**config.mk**
```make
export PLATFORM = sky130hd
export DESIGN_NAME = lnpt_cell
export DESIGN_NICKNAME = d
export VERILOG_FILES = /design/src/rtl/last_note_priority_tracker_top_defines.svh /design/src/rtl/lnpt_pkg.sv /design/src/rtl/lnpt_cell.sv
export SDC_FILE = /design/constraint.sdc
export NUM_CORES = 1
export LEC_CHECK = 0
export BUFFER_PORTS_ARGS = -buffer_cell sky130_fd_sc_hd__buf_4
export CORE_UTILIZATION = 33
export CTS_CLUSTER_DIAMETER = 60
export CTS_CLUSTER_SIZE = 16
export DETAILED_ROUTE_END_ITERATION = 7
export PLACE_DENSITY = 0.84
export SYNTH_ARGS = -nofsm -noshare
export SYNTH_HDL_FRONTEND = slang
export SYNTH_SLANG_ARGS = --single-unit
```
**constraint.sdc**
```tcl
create_clock -name i_clk -period 2.31 [get_ports i_clk]
set_input_delay 0.462 -clock i_clk [delete_from_list [all_inputs] [get_ports i_clk]]
set_output_delay 0.462 -clock i_clk [all_outputs]
set_load 0.01 [all_outputs]
```
**src/rtl/last_note_priority_tracker_top_defines.svh**
```systemverilog
// ----------------------------------------------------------------------------
// Last note priority tracker - assertion macros
// Concurrent check wrappers, compiled out when SYNTH is defined.
// ----------------------------------------------------------------------------
`ifndef LAST_NOTE_PRIORITY_TRACKER_TOP_DEFINES_SVH
`define LAST_NOTE_PRIORITY_TRACKER_TOP_DEFINES_SVH

`ifndef SYNTH
`define LNPT_ASSERT(lbl, prop, msg) \
    lbl: assert property (@(posedge i_clk) disable iff (!i_rst_n) prop) else $error(msg);
`define LNPT_ASSERT_IMP(lbl, pre, post, msg) \
    lbl: assert property (@(posedge i_clk) disable iff (!i_rst_n) (pre) |-> (post)) \
        else $error(msg);
`else
`define LNPT_ASSERT(lbl, prop, msg)
`define LNPT_ASSERT_IMP(lbl, pre, post, msg)
`endif

`endif

```
**src/rtl/lnpt_pkg.sv**
```systemverilog
// ----------------------------------------------------------------------------
// Last note priority tracker - package
// Shared constants, state and cell control types.
// ----------------------------------------------------------------------------
package lnpt_pkg;

    localparam int STACK_DEPTH_DEF = 128;
    localparam int NOTE_W          = 7;
    localparam int IDX_W           = 7;
    localparam int GROUP_SIZE      = 8;
    localparam int GROUP_IDX_W     = 3;

    localparam logic [NOTE_W-1:0] KEY_CENTER = 7'd69;

    localparam logic CMD_NOTE_ON  = 1'b0;
    localparam logic CMD_NOTE_OFF = 1'b1;

    typedef enum logic [1:0] {
        S_IDLE,
        S_GROUP,
        S_INDEX,
        S_APPLY
    } t_state;

    typedef enum logic [1:0] {
        CELL_HOLD,
        CELL_UP,
        CELL_DOWN
    } t_cell_op;

    typedef struct packed {
        t_cell_op         op;
        logic [IDX_W-1:0] lim;
    } t_cell_ctl;

endpackage

```
**src/rtl/lnpt_cell.sv**
```systemverilog
// ----------------------------------------------------------------------------
// Last note priority tracker - stack cell
// Holds one stack entry (newest at position zero), compares it against the
// request note and moves it to or from its neighbors.
// ----------------------------------------------------------------------------
module lnpt_cell import lnpt_pkg::*; #(
    parameter int POS   = 0,
    parameter int CNT_W = 8
) (
    input  logic              i_clk,
    input  t_cell_ctl         i_ctl,
    input  logic [NOTE_W-1:0] i_cmp_note,
    input  logic [CNT_W-1:0]  i_count,
    input  logic [NOTE_W-1:0] i_lower,
    input  logic [NOTE_W-1:0] i_upper,
    output logic [NOTE_W-1:0] o_note,
    output logic [NOTE_W-1:0] o_next,
    output logic              o_match
);

    logic [NOTE_W-1:0] r_note;
    logic [NOTE_W-1:0] n_note;

    always_comb begin
        n_note = r_note;
        unique case (i_ctl.op)
            CELL_UP: begin
                if (IDX_W'(POS) <= i_ctl.lim) n_note = i_lower;
            end
            CELL_DOWN: begin
                if (IDX_W'(POS) >= i_ctl.lim) n_note = i_upper;
            end
            default: n_note = r_note;
        endcase
    end

    always_ff @(posedge i_clk) begin
        r_note <= n_note;
    end

    assign o_note  = r_note;
    assign o_next  = n_note;
    assign o_match = (CNT_W'(POS) < i_count) && (r_note == i_cmp_note);

endmodule

```
# Yosys cells after proc, flatten, opt, wreduce, memory -nomap -nowiden

Index checks and enable logic that the tools add are counted.

Output and inout bits: 15
Input bits: 39
Logic and storage cells: 11
Bits in registers: 7

$lt $le $gt $ge: 3
Mux-type cells: 3
Reductions and logical operators: 1
Eq/ne operators: 3

Operators by type and width:

| cell                                                                                | number |
|---|---|
| 7-bit two-way mux                                                                   | 2 |
| 7-bit case mux with 2 select lines                                                  | 1 |
| 1-bit by 8-bit less-than comparator with 1-bit output (first input constant)        | 1 |
| 7-bit equality test                                                                 | 1 |
| 1-bit by 7-bit greater-or-equal comparator with 1-bit output (first input constant) | 1 |
| 1-bit by 7-bit less-or-equal comparator with 1-bit output (first input constant)    | 1 |
| 2-bit by 1-bit equality test with 1-bit output (second input constant)              | 1 |
| 2-bit equality test (second input constant)                                         | 1 |
| 1-bit logical AND                                                                   | 1 |

# Logic depth before layout (Yosys ltp)

Depth after elaboration: 3
Gate-level depth with buffers: 6
Mapped depth without buffers: 5

# Worst setup path after synthesis

No wires, ideal clock.

Path type: input -> output
Start point: input i_ctl[7] in the netlist's numbering
End point: output o_next[5]
Setup slack: 286 ps
Cell stages on the path: 5
Data required time: 1848 ps
Arrival: 1562 ps
Path buffers: 1
Cell sequence: inv_1 -> ha_1 -> buf_1 -> nor2b_1 -> a311o_1

Word-level cells in the longest chain between the ends: 2
Elaborated cells between the ends (all ways): 3
Those cells by class: eq/ne (2); mux (1)

RTL lines:

| element                                                                                      | RTL line        | source |
|---|---|---|
| start: declaration                                                                           | lnpt_cell.sv:11 | `input t_cell_ctl i_ctl,` |
| 2-bit equality test / 2-bit by 1-bit equality test with 1-bit output (equally long branches) | lnpt_cell.sv:26 | `unique case (i_ctl.op)` |
| 7-bit case mux with 2 select lines *                                                         | lnpt_cell.sv:26 |  |
| end: declaration                                                                             | lnpt_cell.sv:17 | `output logic [NOTE_W-1:0] o_next,` |

Every way passes the cells marked *; elsewhere a longest branch is shown, timed or not.

# Worst setup path after layout

Start point: input i_ctl[7] in the netlist's numbering
End point: output o_next[3]

Same word-level chain as after synthesis.

==> impl_metrics.env <==
export IMPL_final_hold_viol_count=0
export IMPL_gp_congestion=0.7924
export IMPL_yosysWarnings=0
export IMPL_synth_distinct_cells=22
export IMPL_ctsResizeCount=0
export IMPL_clk_latency_ns=0.25
export IMPL_outcome="finished clean"
export IMPL_finalClockSkew_ns=0
export IMPL_die_x_um=41.43
export IMPL_cts_buffers=3
export IMPL_power_density_nw_per_um2=504.2
export IMPL_cp_top_family="buffers and inverters"
export IMPL_io_buffers=53
export IMPL_crit_fanout=6
export IMPL_cts_hold_fix_buffers=0
export IMPL_irDropWorstVdd_v=0.0003030
export IMPL_required_ns=1.85
export IMPL_grt_pass1_vias=707
export IMPL_fp_dieH_um=41.43
export IMPL_clockBufferDepth=2
export IMPL_critPathMaxStageDelay_ns=0.33
export IMPL_grtUsageTotal=0.2157
export IMPL_drcViolationCount=0
export IMPL_diodes=0
export IMPL_drt_iter0_markers=23
export IMPL_htreeDepth=1
export IMPL_slowest_stage="ha_1"
export IMPL_vias=733
export IMPL_initial_core_util=0.3755
export IMPL_ys_seq_area_frac=0.2732
export IMPL_grt_pass1_wl_mm=2.932
export IMPL_pin_count=54
export IMPL_synth_fp_nets=102
export IMPL_tightest_slew_ns=0.2992
export IMPL_ant_nets=0
export IMPL_whs_ns=0.4792
export IMPL_worstPathArrival_ns=1.63
export IMPL_wire_per_inst_um=12.58
export IMPL_setup_viol=0
export IMPL_syn_inst=61
export IMPL_drive_above_1_share=0.5289
export IMPL_fmax_mhz=477.9
export IMPL_hold_path_class="input port to flop"
export IMPL_fin_util=0.7216
export IMPL_grt_overflow=0
export IMPL_crit_chain="buf_4, inv_1, ha_1, nor2b_1, buf_4, nand4_1, o211ai_1, buf_4"
export IMPL_slew_headroom=0.7990
export IMPL_num_rows=13
export IMPL_start_kind="input port"
export IMPL_clock_sinks=7
export IMPL_crit_path_frequent_cell="buf_4"
export IMPL_fin_crit_ns=2.093
export IMPL_drv_cap=0
export IMPL_grt_max_degree=8
export IMPL_stdcell_area_um2=985.9
export IMPL_syn_to_final_growth_pct=92.20
export IMPL_antenna_found_initial=0
export IMPL_synth_cell_area_um2=513.0
export IMPL_synth_area_per_cell_um2=8.410
export IMPL_critPathKind="input port to output port"
export IMPL_mostFrequentLayoutCells="buf_4 (59), nand2_1 (9), dfxtp_1 (7)"
export IMPL_cts_setup_buffers=0
export IMPL_cts_root_buf="clkbuf_4"
export IMPL_dr_pass1_iters=4
export IMPL_cp_end_kind="output port"
export IMPL_dieArea_um2=1716
export IMPL_dp_hpwl_mm=1.455
export IMPL_core_um2=1366
export IMPL_layout_commonest_cell="buf_4"
export IMPL_ys_ff_latch=7
export IMPL_largest_reg_flops=7
export IMPL_clk_transition_reported_paths_ns=0.06
export IMPL_viasPerCell=5.390
export IMPL_cts_tree="yes"
export IMPL_leakage_nw=0.4698
export IMPL_finalSetupTns_ns=0
export IMPL_placed_cell_area_um2=959.7
export IMPL_critical_path_buf_inv_count=4
export IMPL_finalCritPeriodShare=0.9059
export IMPL_nets=163
export IMPL_fillers=117
export IMPL_maxSlewViolCount=0
export IMPL_wl_mm=1.711
export IMPL_rsz0062_at_grt="no"
==> per-stage QoR <==
stage | setup WS, ns | power, mW | cells
5_1_grt | 0.1117 | 0.5313 | 136
2_1_floorplan | 0.2862 | 0.2492 | 61
6_report | 0.2173 | 0.4971 | 136
4_1_cts | 0.2011 | 0.5023 | 136
3_3_place_gp | 0.2361 | 0.3801 | 132
3_5_place_dp | 0.2024 | 0.3845 | 132
==> cell type report <==
type | count | area, um2 | area share
well taps | 15 | 18.77 | 0.01904
clock buffers | 4 | 26.28 | 0.02665
repair buffers | 59 | 442.9 | 0.4492
flip-flops and latches | 7 | 140.1 | 0.1421
inverters | 2 | 7.507 | 0.007614
multi-input cells | 49 | 350.3 | 0.3553
==> report_power, final <==
part	leakage, nW	internal, mW	switching [mW]
registers	0.0580	0.141	0.0241
logic	0.397	0.130	0.0851
clock network	0.0150	0.0663	0.0507
total	0.470	0.337	0.160
==> layer usage <==
layer  vias up  part of all wire  global-route usage
li1        357                 -                   -
met1       326              0.39              0.2601
met2        48              0.49              0.3531
met3         2              0.11             0.07391
met4         0            0.0070             0.07742
met5         -                 0                   0
==> synthesized netlist by cell type <==
cell type	count	area share
nor2b_1	2	0.024
nand3_1	1	0.0097
buf_4	1	0.015
nand2_1	9	0.066
clkbuf_1	1	0.0073
xor2_1	4	0.068
inv_1	2	0.015
a22oi_1	6	0.088
dfxtp_1	7	0.27
ha_1	2	0.049
a211o_1	1	0.017
o21ai_0	1	0.0097
a311o_1	1	0.020
buf_1	1	0.0073
nor4_4	1	0.041
xnor2_1	3	0.051
nand4_1	6	0.073
nor3_2	1	0.020
o211ai_1	6	0.088
nor4_1	3	0.037
and2_1	1	0.012
a21oi_1	1	0.0097
==> path summary, 6_finish.rpt <==
kind                                   startpoint  slack, ns           endpoint  cells after the start
worst min-delay path                   i_lower[4]       0.48  o_note[4]$_DFF_P_                      3
worst min register to register  o_note[6]$_DFF_P_       0.57  o_note[6]$_DFF_P_                      2
worst max-delay path                     i_ctl[7]       0.22          o_next[3]                      8
worst max register to register  o_note[5]$_DFF_P_       1.36  o_note[5]$_DFF_P_                      3
==> worst reg2reg max path: cells and delay by family, from the launching register on <==
kind	cells	cell delay (ns)
AOI/OAI and AO/OA	2	0.40
DFF	1	0.35
and+or+nand+nor	1	0.08
==> logic make-up after synthesis <==
family,Yosys count,synth area share
adders and majority gates,2,0.04877
buffers and inverters,5,0.04390
AOI/OAI and AO/OA,16,0.2317
DFF,7,0.2732
and+or+nand+nor,24,0.2829
xor gates and xnor gates,7,0.1195
No activity file was read; power rests on OpenSTA's default activity.
