--- src/rtl/last_note_priority_tracker_top_defines.svh ---
// ----------------------------------------------------------------------------
// Last note priority tracker - assertion macros
// Concurrent check wrappers, compiled out when SYNTH is defined.
// ----------------------------------------------------------------------------
`ifndef LAST_NOTE_PRIORITY_TRACKER_TOP_DEFINES_SVH
`define LAST_NOTE_PRIORITY_TRACKER_TOP_DEFINES_SVH

`ifndef SYNTH
`define LNPT_ASSERT(lbl, prop, msg) \
    lbl: assert property (@(posedge i_clk) disable iff (!i_rst_n) prop) else $error(msg);
`define LNPT_ASSERT_IMP(lbl, pre, post, msg) \
    lbl: assert property (@(posedge i_clk) disable iff (!i_rst_n) (pre) |-> (post)) \
        else $error(msg);
`else
`define LNPT_ASSERT(lbl, prop, msg)
`define LNPT_ASSERT_IMP(lbl, pre, post, msg)
`endif

`endif

--- src/rtl/lnpt_pkg.sv ---
// ----------------------------------------------------------------------------
// Last note priority tracker - package
// Shared constants, state and cell control types.
// ----------------------------------------------------------------------------
package lnpt_pkg;

    localparam int STACK_DEPTH_DEF = 128;
    localparam int NOTE_W          = 7;
    localparam int IDX_W           = 7;
    localparam int GROUP_SIZE      = 8;
    localparam int GROUP_IDX_W     = 3;

    localparam logic [NOTE_W-1:0] KEY_CENTER = 7'd69;

    localparam logic CMD_NOTE_ON  = 1'b0;
    localparam logic CMD_NOTE_OFF = 1'b1;

    typedef enum logic [1:0] {
        S_IDLE,
        S_GROUP,
        S_INDEX,
        S_APPLY
    } t_state;

    typedef enum logic [1:0] {
        CELL_HOLD,
        CELL_UP,
        CELL_DOWN
    } t_cell_op;

    typedef struct packed {
        t_cell_op         op;
        logic [IDX_W-1:0] lim;
    } t_cell_ctl;

endpackage

--- src/rtl/lnpt_enc.sv ---
// ----------------------------------------------------------------------------
// Last note priority tracker - match encoder
// Two-stage registered OR tree turning the one-hot match row into an index.
// ----------------------------------------------------------------------------
module lnpt_enc import lnpt_pkg::*; #(
    parameter int STACK_DEPTH = STACK_DEPTH_DEF
) (
    input  logic                   i_clk,
    input  logic [STACK_DEPTH-1:0] i_match,
    output logic                   o_found,
    output logic [IDX_W-1:0]       o_idx
);

    localparam int NG   = (STACK_DEPTH + GROUP_SIZE - 1) / GROUP_SIZE;
    localparam int PADW = NG * GROUP_SIZE;

    logic [PADW-1:0]        w_pad;
    logic [NG-1:0]          n_any;
    logic [GROUP_IDX_W-1:0] n_low [NG];
    logic [NG-1:0]          r_any;
    logic [GROUP_IDX_W-1:0] r_low [NG];
    logic                   n_found;
    logic [IDX_W-1:0]       n_idx;
    logic                   r_found;
    logic [IDX_W-1:0]       r_idx;

    assign w_pad = PADW'(i_match);

    always_comb begin
        for (int g = 0; g < NG; g++) begin
            n_any[g] = |w_pad[g*GROUP_SIZE +: GROUP_SIZE];
            n_low[g] = '0;
            for (int j = 0; j < GROUP_SIZE; j++) begin
                if (w_pad[g*GROUP_SIZE + j]) n_low[g] = n_low[g] | GROUP_IDX_W'(j);
            end
        end
    end

    always_comb begin
        n_found = |r_any;
        n_idx   = '0;
        for (int g = 0; g < NG; g++) begin
            if (r_any[g]) begin
                n_idx = n_idx | IDX_W'(g * GROUP_SIZE) | IDX_W'(r_low[g]);
            end
        end
    end

    always_ff @(posedge i_clk) begin
        r_any   <= n_any;
        r_low   <= n_low;
        r_found <= n_found;
        r_idx   <= n_idx;
    end

    assign o_found = r_found;
    assign o_idx   = r_idx;

endmodule

--- config.mk ---
export PLATFORM = sky130hd
export DESIGN_NAME = lnpt_enc
export DESIGN_NICKNAME = d
export VERILOG_FILES = /design/src/rtl/last_note_priority_tracker_top_defines.svh /design/src/rtl/lnpt_pkg.sv /design/src/rtl/lnpt_enc.sv
export SDC_FILE = /design/constraint.sdc
export NUM_CORES = 1
export LEC_CHECK = 0
export BUFFER_PORTS_ARGS = -buffer_cell sky130_fd_sc_hd__buf_2
export CORE_MARGIN = 2
export CORE_UTILIZATION = 47
export DETAILED_ROUTE_END_ITERATION = 10
export HOLD_SLACK_MARGIN = 0.03
export PLACE_DENSITY_LB_ADDON = 0.08
export SLEW_MARGIN = 10
export SYNTH_ARGS = -nofsm -noshare
export SYNTH_HDL_FRONTEND = slang
export SYNTH_SLANG_ARGS = --single-unit
--- constraint.sdc ---
create_clock -name i_clk -period 2.01 [get_ports i_clk]
set_input_delay 0.3015 -clock i_clk [delete_from_list [all_inputs] [get_ports i_clk]]
set_output_delay 0.3015 -clock i_clk [all_outputs]
set_load 0.005 [all_outputs]
# [Word level (Yosys, flattened, before mapping)]
# Cells that the tools add are included.
[classes] n_addsub=0 multipliers=0 div_mod_pow=0 order_cmp=0 n_eq_ne=0 shift=0 mux=96 bitwise=15 n_reduce_logical=49
[ops] operator="8-bit OR reduction" count=16
[ops] operator="7-bit two-way mux" count=15
[ops] operator="3-bit two-way mux" count=33
[ops] operator="7-bit by 3-bit OR with 7-bit output" count=14
[ops] operator="2-bit two-way mux" count=32
[ops] operator="4-bit OR reduction" count=16
[ops] operator="2-bit OR reduction" count=16
[ops] operator="1-bit two-way mux" count=16
[ops] operator="16-bit OR reduction" count=1
[ops] operator="4-bit by 3-bit OR with 4-bit output" count=1
[word_totals] register_bits=72 latchBits=0 ram_bits=0 rom_bits=0 in_bits=129 out_inout_bits=8 elab_cells=211 memories=0

# [Logic depth before layout (Yosys ltp)]
# Gate-level depths: netlist of the first run.
[depth] ltp_word=31 depth_mapped=3 depth_no_buf=3

# [Worst setup path before layout of the first run]
# No wires, ideal clock.
[synth_timing] path_kind="input -> register" startpoint="input i_match[5]" endpoint="register r_any[0]" arrival_ps=951 t_required_ps=1883 path_slack_ps=932 path_stages=2 cell_sequence="or4_4 nand2b_4"
[synth_between] elab_chain_len=1
[synth_rtl] element="start: declaration" line_no="lnpt_enc.sv:9" rtl="input logic [STACK_DEPTH-1:0] i_match,"
[synth_rtl] element="8-bit OR reduction" line_no="lnpt_enc.sv:31" rtl="n_any[g] = |w_pad[g*GROUP_SIZE +: GROUP_SIZE];"
[synth_rtl] element="net n_any[0]" line_no="lnpt_enc.sv:18" rtl="logic [NG-1:0] n_any;"
[synth_rtl] element="end signal: assignment" line_no="lnpt_enc.sv:50" rtl="r_any <= n_any;"
[synth_rtl] element="end: declaration" line_no="lnpt_enc.sv:20" rtl="logic [NG-1:0] r_any;"
# The timed path passes the listed nets, and every way through them passes these cells.
# A chain may end at the register's enable or synchronous reset.

# [Worst setup path after layout of the first run]
[layout_timing] startpoint="register r_any[11]" endpoint="register r_found, in the netlist o_found"
[layout_between] elab_chain_len=1
[layout_rtl] element="16-bit OR reduction" line_no="lnpt_enc.sv:40" rtl="n_found = |r_any;"
[layout_rtl] element="net n_found" line_no="lnpt_enc.sv:22" rtl="logic n_found;"
[layout_rtl] element="end signal: assignment" line_no="lnpt_enc.sv:52" rtl="r_found <= n_found;"
[layout_rtl] element="end: declaration" line_no="lnpt_enc.sv:24" rtl="logic r_found;"
# The timed path passes the listed nets, and every way through them passes these cells.

==> results of run 1 <==
[worst max-delay path: stages (launching register included)]
cell and delay [ns]:
sky130_fd_sc_hd__dfxtp_1 0.38, sky130_fd_sc_hd__nor4_1 0.44, sky130_fd_sc_hd__nand4_1 0.19
[registers in the layout (all words and copies together) (netlist names)]
signal   count
o_found      1
o_idx        7
r_low       48
r_any       16
[power by group through the flow]
| stage | registers [µW] | logic [µW] | clock network [µW] |
|---|---|---|---|
| floorplan | 1490 | 45.5 | 0 |
| global route | 1460 | 218 | 1020 |
| finish | 1460 | 195 | 929 |
| detailed placement | 1490 | 195 | 0 |
| global placement | 1490 | 191 | 0 |
| CTS | 1460 | 196 | 958 |
[through the flow]
stage	setup slack, ns	cells
after detailed placement	0.790	398
after global placement	0.794	398
after global routing	0.757	414
after CTS	0.834	414
after floorplan	0.932	192
final	0.834	414
[cell type report]
class / instances / area (µm²)
Fill cell: 408 / 1680
Sequential cell: 72 / 1440
Multi-Input combinational cell: 120 / 1050
Timing Repair Buffer: 136 / 681
Clock buffer: 12 / 145
Tap cell: 70 / 87.6
Clock inverter: 4 / 20.0
[metal layers]
metal	vias to the layer above	wire [µm]	track usage
met4	0	44	0.0709
met3	6	453	0.0518
met2	103	2470	0.299
met5	-	0	0
li1	1102	-	-
met1	974	2390	0.230
[cells in the mapped netlist]
master and instances:
sky130_fd_sc_hd__or4_1 24, sky130_fd_sc_hd__nor4_1 24, sky130_fd_sc_hd__or4_2 8, sky130_fd_sc_hd__a22o_1 12
sky130_fd_sc_hd__or4_4 16, sky130_fd_sc_hd__nand2b_4 16, sky130_fd_sc_hd__a221oi_1 12, sky130_fd_sc_hd__nand2_1 4
sky130_fd_sc_hd__nand4_1 4, sky130_fd_sc_hd__dfxtp_1 72
[kinds of logic after synthesis]
family          share of synthesized area
simple gates                        0.337
compound gates                     0.0843
flops                               0.578
[worst max path at each step]
stage / from / cells after the start / endpoint / slack, ns
6_report: r_any[11]$_DFF_P_ / 2 / o_found$_DFF_P_ / 0.83
4_1_cts: r_any[3]$_DFF_P_ / 3 / o_idx[2]$_DFF_P_ / 0.83
2_1_floorplan: i_match[5] / 2 / r_any[0]$_DFF_P_ / 0.93
3_3_place_gp: i_match[111] / 3 / r_any[13]$_DFF_P_ / 0.79
3_5_place_dp: i_match[119] / 3 / r_any[14]$_DFF_P_ / 0.79
5_1_grt: r_any[0]$_DFF_P_ / 3 / o_idx[1]$_DFF_P_ / 0.76
==> results.md, run 1 <==
Clock network:
- The post-CTS setup repair buffer count is 0.
- For the worst-skew pair, the clock arrives at the later sink with an insertion delay of 0.32 ns.
- TritonCTS built the clock tree.
- CTS built an H-tree with a depth of 3.
- The count of instances resized after the clock tree is built is 0.
- After clock tree synthesis, the clock-pin slew on the worst setup and hold paths is 0.07 ns.
- In this run the deepest clock path goes through 2 buffers.
- After clock tree synthesis, the flow added hold-fix buffers numbering 0.
- In this run the clock root is driven by a sky130_fd_sc_hd__clkbuf_8.
- Clock tree synthesis inserted a total of 9 buffers.
- The tree built by TritonCTS fans out to 72 sinks.

Floorplanning:
- The area of the placeable core is 5110 µm².
- The I/O pin total is 137.
- The die covers 5900 µm².
- The number of placement rows is 26.
- The horizontal extent of the die is 76.8 µm.
- From bottom edge to top edge, the die measures 76.8 µm.
- For this configuration, the core starts out at a cell density of 0.488.

Place:
- The placed instances occupy a cell area of 3260 µm².
- The number of input and output port buffers inserted is 136.
- The routability congestion estimate from global placement is 0.814.
- Detailed placement finished with a half-perimeter wire length of 4.47 mm.

Global routing:
- The via count of the first global-routing pass was 2093.
- The first-pass GRT wire length is 8.74 mm.
- The initial antenna violation count is 0.
- The global router's overall resource usage is 0.183.
- The total overflow reported by the global router is 0.
- The maximum number of pins on one net before global-route repair is 12.

Hold path:
- The worst hold path stage count is 2.
- For hold timing, the worst endpoint is r_low[46]$_SDFF_PP1_.
- In this run the worst hold path is classified as in -> reg.
- The worst hold path begins at i_match[2].

Setup path:
- The largest driver fanout on the critical path is 6.
- The required time reported for the critical path endpoint is 2.16 ns.
- The critical path is of the reg -> reg type.
- The startpoint type of the worst setup path is a register.
- The number of cells on the worst reg-to-reg path is 2.
- Data arrives at the worst endpoint at 1.33 ns.
- STA classifies the critical path endpoint as a register.
- The worst register-to-register path has a setup slack of 0.83 ns.
- The capturing point of the worst reg2reg path is o_found$_DFF_P_.
- The reg-to-reg startpoint is r_any[11]$_DFF_P_.

Logic synthesis:
- In this run, distinct cell masters in the synthesized netlist total 10.
- For this run, the register share of the synthesized area comes to 0.578.
- Counting every instance in the synthesized netlist gives 192.
- The register bit total from synthesis is 72.
- sky130_fd_sc_hd__dfxtp_1 takes more of the synthesized area than any other cell.
- By area the synthesized netlist is led by sky130_fd_sc_hd__dfxtp_1 (58%), sky130_fd_sc_hd__nand2b_4 (8.8%), sky130_fd_sc_hd__or4_1 (7.2%).
- Averaged over all synthesized cells, the footprint is 13.0 µm².
- The yosys synthesis warning count is 0.
- The net count of the mapped netlist is 321.
- Of the post-synthesis cell area, the dominant cell type holds 0.578.
- The area of the mapped netlist is 2490 µm².

Power:
- The clock network power share is 0.359.
- Of the total power, combinational logic draws 0.075.
- The switching share of power is 0.208.
- The total power consumption of the routed design is 2590 µW.
- IR analysis of the VDD net gives a maximum drop of 0.563 mV.
- The internal portion of the total power is 2050 µW.
- Of the total power, registers draw 0.565.
- In this run the static leakage power is 0.00146 µW.
- The net switching power figure is 539 µW.
- Power spread over the standard cell area amounts to 755 nW/µm².

Layout:
- The fraction of the core area covered by cells at the end of the flow is 0.671.
- The final standard cell area without fillers is 3430 µm².
- In the final layout, the share of cells above drive strength 1 is 0.552.
- In the final design database the tool counted 468 nets.
- Leaving out fill and tap cells, the most frequent cells in the layout are sky130_fd_sc_hd__buf_2 (136), sky130_fd_sc_hd__dfxtp_1 (72), sky130_fd_sc_hd__or4_1 (24), sky130_fd_sc_hd__nor4_1 (24).
- The number of antenna cells inserted is 0.
- The most common cell after layout, fill and taps aside is sky130_fd_sc_hd__buf_2.
- The layout overhead on the synthesized area is 37.4%.

Routing:
- For this run, design rule violations remaining after detail routing come to 0.
- In this run, the number of DRC markers left after iteration 0 of detailed routing was 43.
- The detail route stage leaves a number of antenna-violating nets equal to 0.
- Before antenna repair, the detailed router went through 5 iterations.
- The final layout contains routed wiring with a total length of 5.36 mm.
- The count of vias placed by the detailed router is 2185.
- In the final routed layout, each cell accounts on average for 12.9 µm.
- After detailed routing, the number of vias per cell comes to 5.28.

Status:
- The run finished with clean final reports.

Timing:
- The worst slew margin relative to its limit is 0.639.
- Setup violations remaining at the end of the flow were counted as 0.
- The time the final worst path needs with I/O delays and setup is 1.18 ns.
- The max-slew violation total from the final report is 0.
- For the final database, setup skew stands at 0.00841 ns.
- Hold is met by 0.178 ns.
- Summed over all failing endpoints, the final setup total negative slack is 0 ns.
- The total count of hold-check failures in the final report is 0.
- Of the available clock period, the critical path in the final layout requires 0.585.
- The transition time at the pin with the least slew margin is 0.537 ns.
- Setup repair after global routing left no endpoint under its margin.
- The top achievable clock speed is 0.850 GHz.

Job:
- The number of maximum-capacitance constraint violations is 0.
Power figures use the tool's default switching activity.
==> run 2: changes to the inputs <==
--- a/config.mk
+++ b/config.mk
@@ -7,7 +7,7 @@
 export LEC_CHECK = 0
 export BUFFER_PORTS_ARGS = -buffer_cell sky130_fd_sc_hd__buf_2
 export CORE_MARGIN = 2
-export CORE_UTILIZATION = 47
+export CORE_UTILIZATION = 39
 export DETAILED_ROUTE_END_ITERATION = 10
 export HOLD_SLACK_MARGIN = 0.03
 export PLACE_DENSITY_LB_ADDON = 0.08
==> constraint.sdc (replaced) <==
create_clock -name i_clk -period 1 [get_ports i_clk]
set_input_delay 0.15 -clock i_clk [delete_from_list [all_inputs] [get_ports i_clk]]
set_output_delay 0.15 -clock i_clk [all_outputs]
set_load 0.005 [all_outputs]
==> results.md, run 2 (same netlist as run 1, synthesis figures left out) <==
Status:
- The run finished, with violations left.
- The checks that failed: negative setup slack.

Clock network:
- The H-tree depth reported by CTS is 3.
- TritonCTS built the clock tree.
- In this run, CTS created clock tree buffers numbering 9.
- In this run the deepest clock path goes through 2 buffers.
- For the worst-skew pair, the clock arrives at the later sink with an insertion delay of 0.34 ns.
- The TritonCTS sink count is 72.
- The tree is rooted in a sky130_fd_sc_hd__clkbuf_8.
- The clock-pin transition on the worst setup and hold timing paths is 0.07 ns.

Setup path:
- The largest driver fanout on the critical path is 4.
- Among all stages on the critical path, the largest delay is contributed by sky130_fd_sc_hd__nor4_1.
- The required time reported for the critical path endpoint is 1.20 ns.
- The worst setup path is of the reg -> reg kind.
- The largest single stage delay on the critical path is 0.41 ns.
- STA puts the critical path data arrival time at 1.28 ns.
- The startpoint type of the worst setup path is a register.
- The worst setup path is captured at a register.
- Traced cell by cell, the critical path runs through nor4_1, nand4_1.

Floorplanning:
- The chip height is 83.9 µm.
- 137 I/O pins were placed.
- The core region is 6280 µm².
- The initial utilization of the core area, before any placement, comes to 0.397.
- The area enclosed by the die boundary is 7050 µm².
- The horizontal extent of the die is 83.9 µm.
- Row generation in the floorplan step produced 29 rows.

Place:
- Input and output buffers added on the ports amount to 136.
- The HPWL reported at the end of detailed placement is 4.62 mm.
- Routability-driven placement finished with a final weighted congestion of 0.826.

Routing:
- The routed layout has 2293 vias.
- The antenna violation net count after detailed routing is 0.
- In the final routed layout, each cell accounts on average for 12.9 µm.
- For this run, design rule violations remaining after detail routing come to 0.
- The average via count per standard cell is 5.05.
- The detailed router finished its first iteration with 83 violations.
- After detailed routing, the total wire length is 5.88 mm.
- The number of iterations in the first detailed-routing pass is 4.

Layout:
- The number of antenna cells inserted is 0.
- In the final layout, the share of cells above drive strength 1 is 0.626.
- The top cell types in the final layout, fill and taps aside, are sky130_fd_sc_hd__buf_2 (132), sky130_fd_sc_hd__dfxtp_1 (67), sky130_fd_sc_hd__buf_4 (24).
- The most common cell after layout, fill and taps aside is sky130_fd_sc_hd__buf_2.
- The largest register by flop count is r_low.
- The register with the most flip-flops in the layout has 48 of them.
- The number of nets in the final layout is 501.
- The layout overhead on the synthesized area is 54.9%.

Global routing:
- The via count of the first global-routing pass was 2245.
- In the global route stage, overall resource usage came out at 0.174.
- Entering global routing, the biggest net connects 12 pins.
- The initial antenna violation count was 0.
- The total overflow reported by the global router is 0.
- The first global-routing pass estimated 9.67 mm of wire.

Timing:
- Clock skew on the completed layout was measured at 0.00772 ns.
- In the post-route analysis, the smallest setup slack over all paths is -0.0836 ns.
- The total count of hold-check failures in the final report is 0.
- Adding up every negative setup slack in the final design gives -0.256 ns.
- Dividing the final minimum period by the clock period gives 1.08.
- Static timing analysis puts the maximum clock frequency at 0.923 GHz.
- The time the final worst path needs with I/O delays and setup is 1.08 ns.
- The max-slew violation total from the final report came to 0.
- Setup repair after global routing could not meet its margin everywhere.
- For the pin with the worst max-slew slack, the measured transition is 0.378 ns.
- The worst slew margin relative to its limit is 0.746.
- Setup violations remaining at the end of the flow were counted as 7.

Power:
- The power density relative to cell area is 1370 nW/µm².
- Summed over all cells, the static leakage comes to 0.00163 µW.
- The total power consumption of the routed design is 5300 µW.
- Across the VDD grid, the largest voltage drop is 1.12 mV.

Job:
- The tool flagged a number of max-cap violations equal to 0.

Hold path:
- The worst min-delay path category is in -> reg.
## run 2: layout make-up
| cell class | count | area [µm²] |
|---|---|---|
| Clock buffer | 12 | 145 |
| Fill cell | 526 | 2420 |
| Multi-Input combinational cell | 120 | 1170 |
| Tap cell | 77 | 96.3 |
| Clock inverter | 4 | 20.0 |
| Timing Repair Buffer | 169 | 973 |
| Sequential cell | 72 | 1450 |
## run 2: per-layer routing
metal,track usage,part of all wire,vias to the layer above
met2,0.294,0.48,96
li1,-,-,1159
met4,0.0528,0.013,0
met5,0,0,-
met3,0.0643,0.079,6
met1,0.205,0.43,1032
## run 2: stage by stage
stage	worst slack (ns)	utilization	std cells	hold slack, ns	area [µm²]
global route	-0.127	0.615	454	0.00482	3860
finish	-0.0836	0.615	454	0.0151	3860
floorplan	0.0316	-	192	0.250	2490
global placement	-0.168	0.550	429	0.357	3450
CTS	-0.0509	0.608	457	0.00210	3820
detailed placement	-0.167	0.550	429	0.353	3450
## run 2: final timing paths
path,from,endpoint,slack [ns],depth (start not counted)
setup reg to reg,r_any[2]$_DFF_P_,o_found$_DFF_P_,-0.08,2
hold / removal,i_match[69],r_low[23]$_SDFF_PP1_,0.02,2
hold reg to reg,r_low[18]$_SDFF_PP1_,o_idx[0]$_DFF_P_,0.47,2
setup / recovery,r_any[2]$_DFF_P_,o_found$_DFF_P_,-0.08,2
## run 2: power by group
part           total [µW]  switching, µW  internal, µW
sequential           2940           24.1          2920
clock                1890            943           951
combinational         467            169           298
## run 2: what timing repair did
| item | 4_1_cts | 5_1_grt |
|---|---|---|
| endpoints found under the hold margin | 45 | 35 |
| pin swaps | 5 | 3 |
| gates cloned | 0 | 0 |
| gates resized for setup | 17 | 11 |
| hold buffers | 12 | 1 |
| setup buffers | 0 | 0 |
| setup endpoints to repair | 6 | 19 |
## run 2: worst max-delay path: cells and delay by family (launching register included)
family | cells | cell delay, ns
simple gates | 2 | 0.58
flops | 1 | 0.37
==> run 3: changes to the inputs <==
--- a/config.mk
+++ b/config.mk
@@ -9,9 +9,10 @@
 export CORE_MARGIN = 2
 export CORE_UTILIZATION = 39
 export DETAILED_ROUTE_END_ITERATION = 10
-export HOLD_SLACK_MARGIN = 0.03
+export HOLD_SLACK_MARGIN = 0.1
 export PLACE_DENSITY_LB_ADDON = 0.08
 export SLEW_MARGIN = 10
 export SYNTH_ARGS = -nofsm -noshare
 export SYNTH_HDL_FRONTEND = slang
 export SYNTH_SLANG_ARGS = --single-unit
+export TNS_END_PERCENT = 5
==> results.md, run 3 (same netlist as run 1, synthesis figures left out) <==
Status:
- The run finished, with violations left.
- The final reports fail on negative setup slack.

Timing:
- Counting I/O delays and the setup requirement, the final critical path takes 1.07 ns.
- In the post-route analysis, the smallest setup slack over all paths is -0.0702 ns.
- Setup repair after global routing could not meet its margin everywhere.
- The max-slew violation total from the final report came to 0.
- Measured against its own limit, the worst slew margin works out to 0.759.
- The top achievable clock speed is 0.934 GHz.
- Setup total negative slack on the finished layout was measured at -0.215 ns.
- Setup violations remaining at the end of the flow were counted as 8.
- The transition time at the pin with the least slew margin is 0.357 ns.
- The total count of hold-check failures in the final report is 0.
- The largest clock skew in the final design is 0.00702 ns.
- The part of the cycle the worst path needs is 1.07.

Layout:
- Leaving out fill and tap cells, the most frequent cells in the layout are sky130_fd_sc_hd__buf_2 (136), sky130_fd_sc_hd__dfxtp_1 (67), sky130_fd_sc_hd__buf_4 (24).
- r_low holds more flip-flops than any other register.
- The layout overhead on the synthesized area is 55.0%.
- The number of nets in the final layout is 504.
- The fraction of final layout cells sized beyond drive strength 1 is 0.629.
- For this run, the share of the core covered by cells in the final layout is 0.616.
- The most common cell after layout, fill and taps aside is sky130_fd_sc_hd__buf_2.
- The number of flip-flops under the largest register name is 48.
- The number of antenna cells inserted is 0.

Clock network:
- The cell at the root of the clock tree is sky130_fd_sc_hd__clkbuf_8.
- No sink is reached through more buffers than the 2 on the longest clock path.
- Clock-pin slew was measured on the worst setup and hold paths at 0.07 ns.
- The H-tree depth reported by CTS is 3.
- At the later pin of the worst-skew pair, clock insertion delay measures 0.34 ns.
- The TritonCTS clock tree is done.
- The number of hold buffers added after CTS was 12.
- Clock tree synthesis found a total of 72 sinks.
- In this run, CTS created clock tree buffers numbering 9.

Routing:
- The count of nets left with antenna violations once routing finished came out at 0.
- The number of remaining DRC errors is 0.
- The final routed wire length divided by cell count is 13.0 µm.
- The average via count per standard cell is 5.04.
- The number of iterations in the first detailed-routing pass is 5.
- The routed layout has 2305 vias.
- The routed design has 5.94 mm of wire.
- The DRC marker count from the first detailed-route iteration is 86.

Hold path:
- The worst min-delay path category is in -> reg.
- In this run the most critical hold path is launched from i_match[69].

Floorplanning:
- From bottom edge to top edge, the die measures 83.9 µm.
- The number of placement rows is 29.
- The area of the placeable core is 6280 µm².
- The horizontal extent of the die is 83.9 µm.
- The initial utilization of the core area, before any placement, comes to 0.397.
- The floorplan step defined a die boundary enclosing 7050 µm².
- 137 I/O pins were placed.

Global routing:
- After global routing the overflow that remains totals 0.
- The first-pass GRT wire length is 9.67 mm.
- The initial antenna violation count is 0.
- Entering global routing, the biggest net connects 12 pins.
- The via count of the first global-routing pass is 2244.
- The global router's overall resource usage is 0.174.

Place:
- Detailed placement ended at an HPWL of 4.62 mm.
- The worst-case setup slack after placement is -0.167 ns.
- The routability congestion estimate from global placement is 0.826.
- Port buffering added 136 buffers.

Setup path:
- The worst register-to-register path has a setup slack of -0.07 ns.
- The setup path with the least slack is of type reg -> reg.
- STA classifies the critical path startpoint as a register.
- The capturing point of the worst reg2reg path is o_idx[2]$_DFF_P_.
- STA puts the critical path data arrival time at 1.28 ns.
- The largest driver fanout on the critical path is 5.
- The number of cells on the worst reg-to-reg path is 3.
- The reg-to-reg startpoint is r_any[3]$_DFF_P_.
- The start point of the critical path is r_any[3]$_DFF_P_.
- The type of destination of the critical path is a register.
- The required time reported for the critical path endpoint is 1.21 ns.
- The last element of the critical path is o_idx[2]$_DFF_P_.

Job:
- The number of maximum-capacitance constraint violations is 0.

Power:
- Total power for the finished layout comes to 5310 µW.
- The worst-case IR drop observed on VDD is 1.12 mV.
- The power density relative to cell area is 1370 nW/µm².
- The leakage dissipation is 0.00164 µW.
run 3: cell types whose count changed in the layout (fill, tap and decap cells not counted), sizes merged:
cell	before	now
dlygate4sd3	12	11
buf	156	160
run 3: worst min-delay path by stage:
stage | to | slack [ns] | cells after the start
after floorplan | r_low[13]$_SDFF_PP1_ | 0.25 | 1
after global placement | r_low[37]$_SDFF_PP1_ | 0.36 | 2
after detailed placement | r_low[28]$_SDFF_PP1_ | 0.35 | 2
after CTS | r_low[29]$_SDFF_PP1_ | 0.002 | 2
after global routing | r_low[8]$_SDFF_PP1_ | 0.005 | 2
final | r_low[23]$_SDFF_PP1_ | 0.01 | 2
run 3: worst max-delay path, stage by stage (launching register included):
cell                       delay [ns]
sky130_fd_sc_hd__dfxtp_4         0.36
sky130_fd_sc_hd__a22o_1          0.21
sky130_fd_sc_hd__a221oi_2        0.23
sky130_fd_sc_hd__nand4_1         0.14
run 3: where the power goes:
part           switching, µW  internal, µW  total (µW)  leakage, µW
Combinational            171           300         471     0.000967
Clock                    944           951        1890    0.0000899
Sequential              23.8          2920        2940     0.000585
run 3: area by class of cell:
type,count,area [µm²]
sequential,72,1450
timing repair buffer,172,983
multi-input combinational,120,1170
clock inverter,4,20.0
clock buffer,12,145
tap,77,96.3
fill,528,2410
run 3: repair_timing:
action,in CTS,in global routing
endpoints found under the hold margin,48,48
pin swaps,3,1
setup endpoints to repair,6,19
resized for setup,16,11
buffers inserted,0,0
run 3: per-stage QoR:
stage / hold slack (ns) / cells / cell area [µm²]
floorplan: 0.250 / 192 / 2490
global placement: 0.357 / 429 / 3450
detailed placement: 0.353 / 429 / 3450
CTS: 0.00210 / 457 / 3810
global route: 0.00482 / 457 / 3860
finish: 0.0136 / 457 / 3860
run 3: routing by layer:
layer | wire (µm) | GRT usage | up-vias
met4 | 55 | 0.0528 | 0
met3 | 473 | 0.0643 | 4
met1 | 2570 | 0.205 | 1046
met5 | 0 | 0 | -
met2 | 2840 | 0.294 | 91
li1 | - | - | 1164
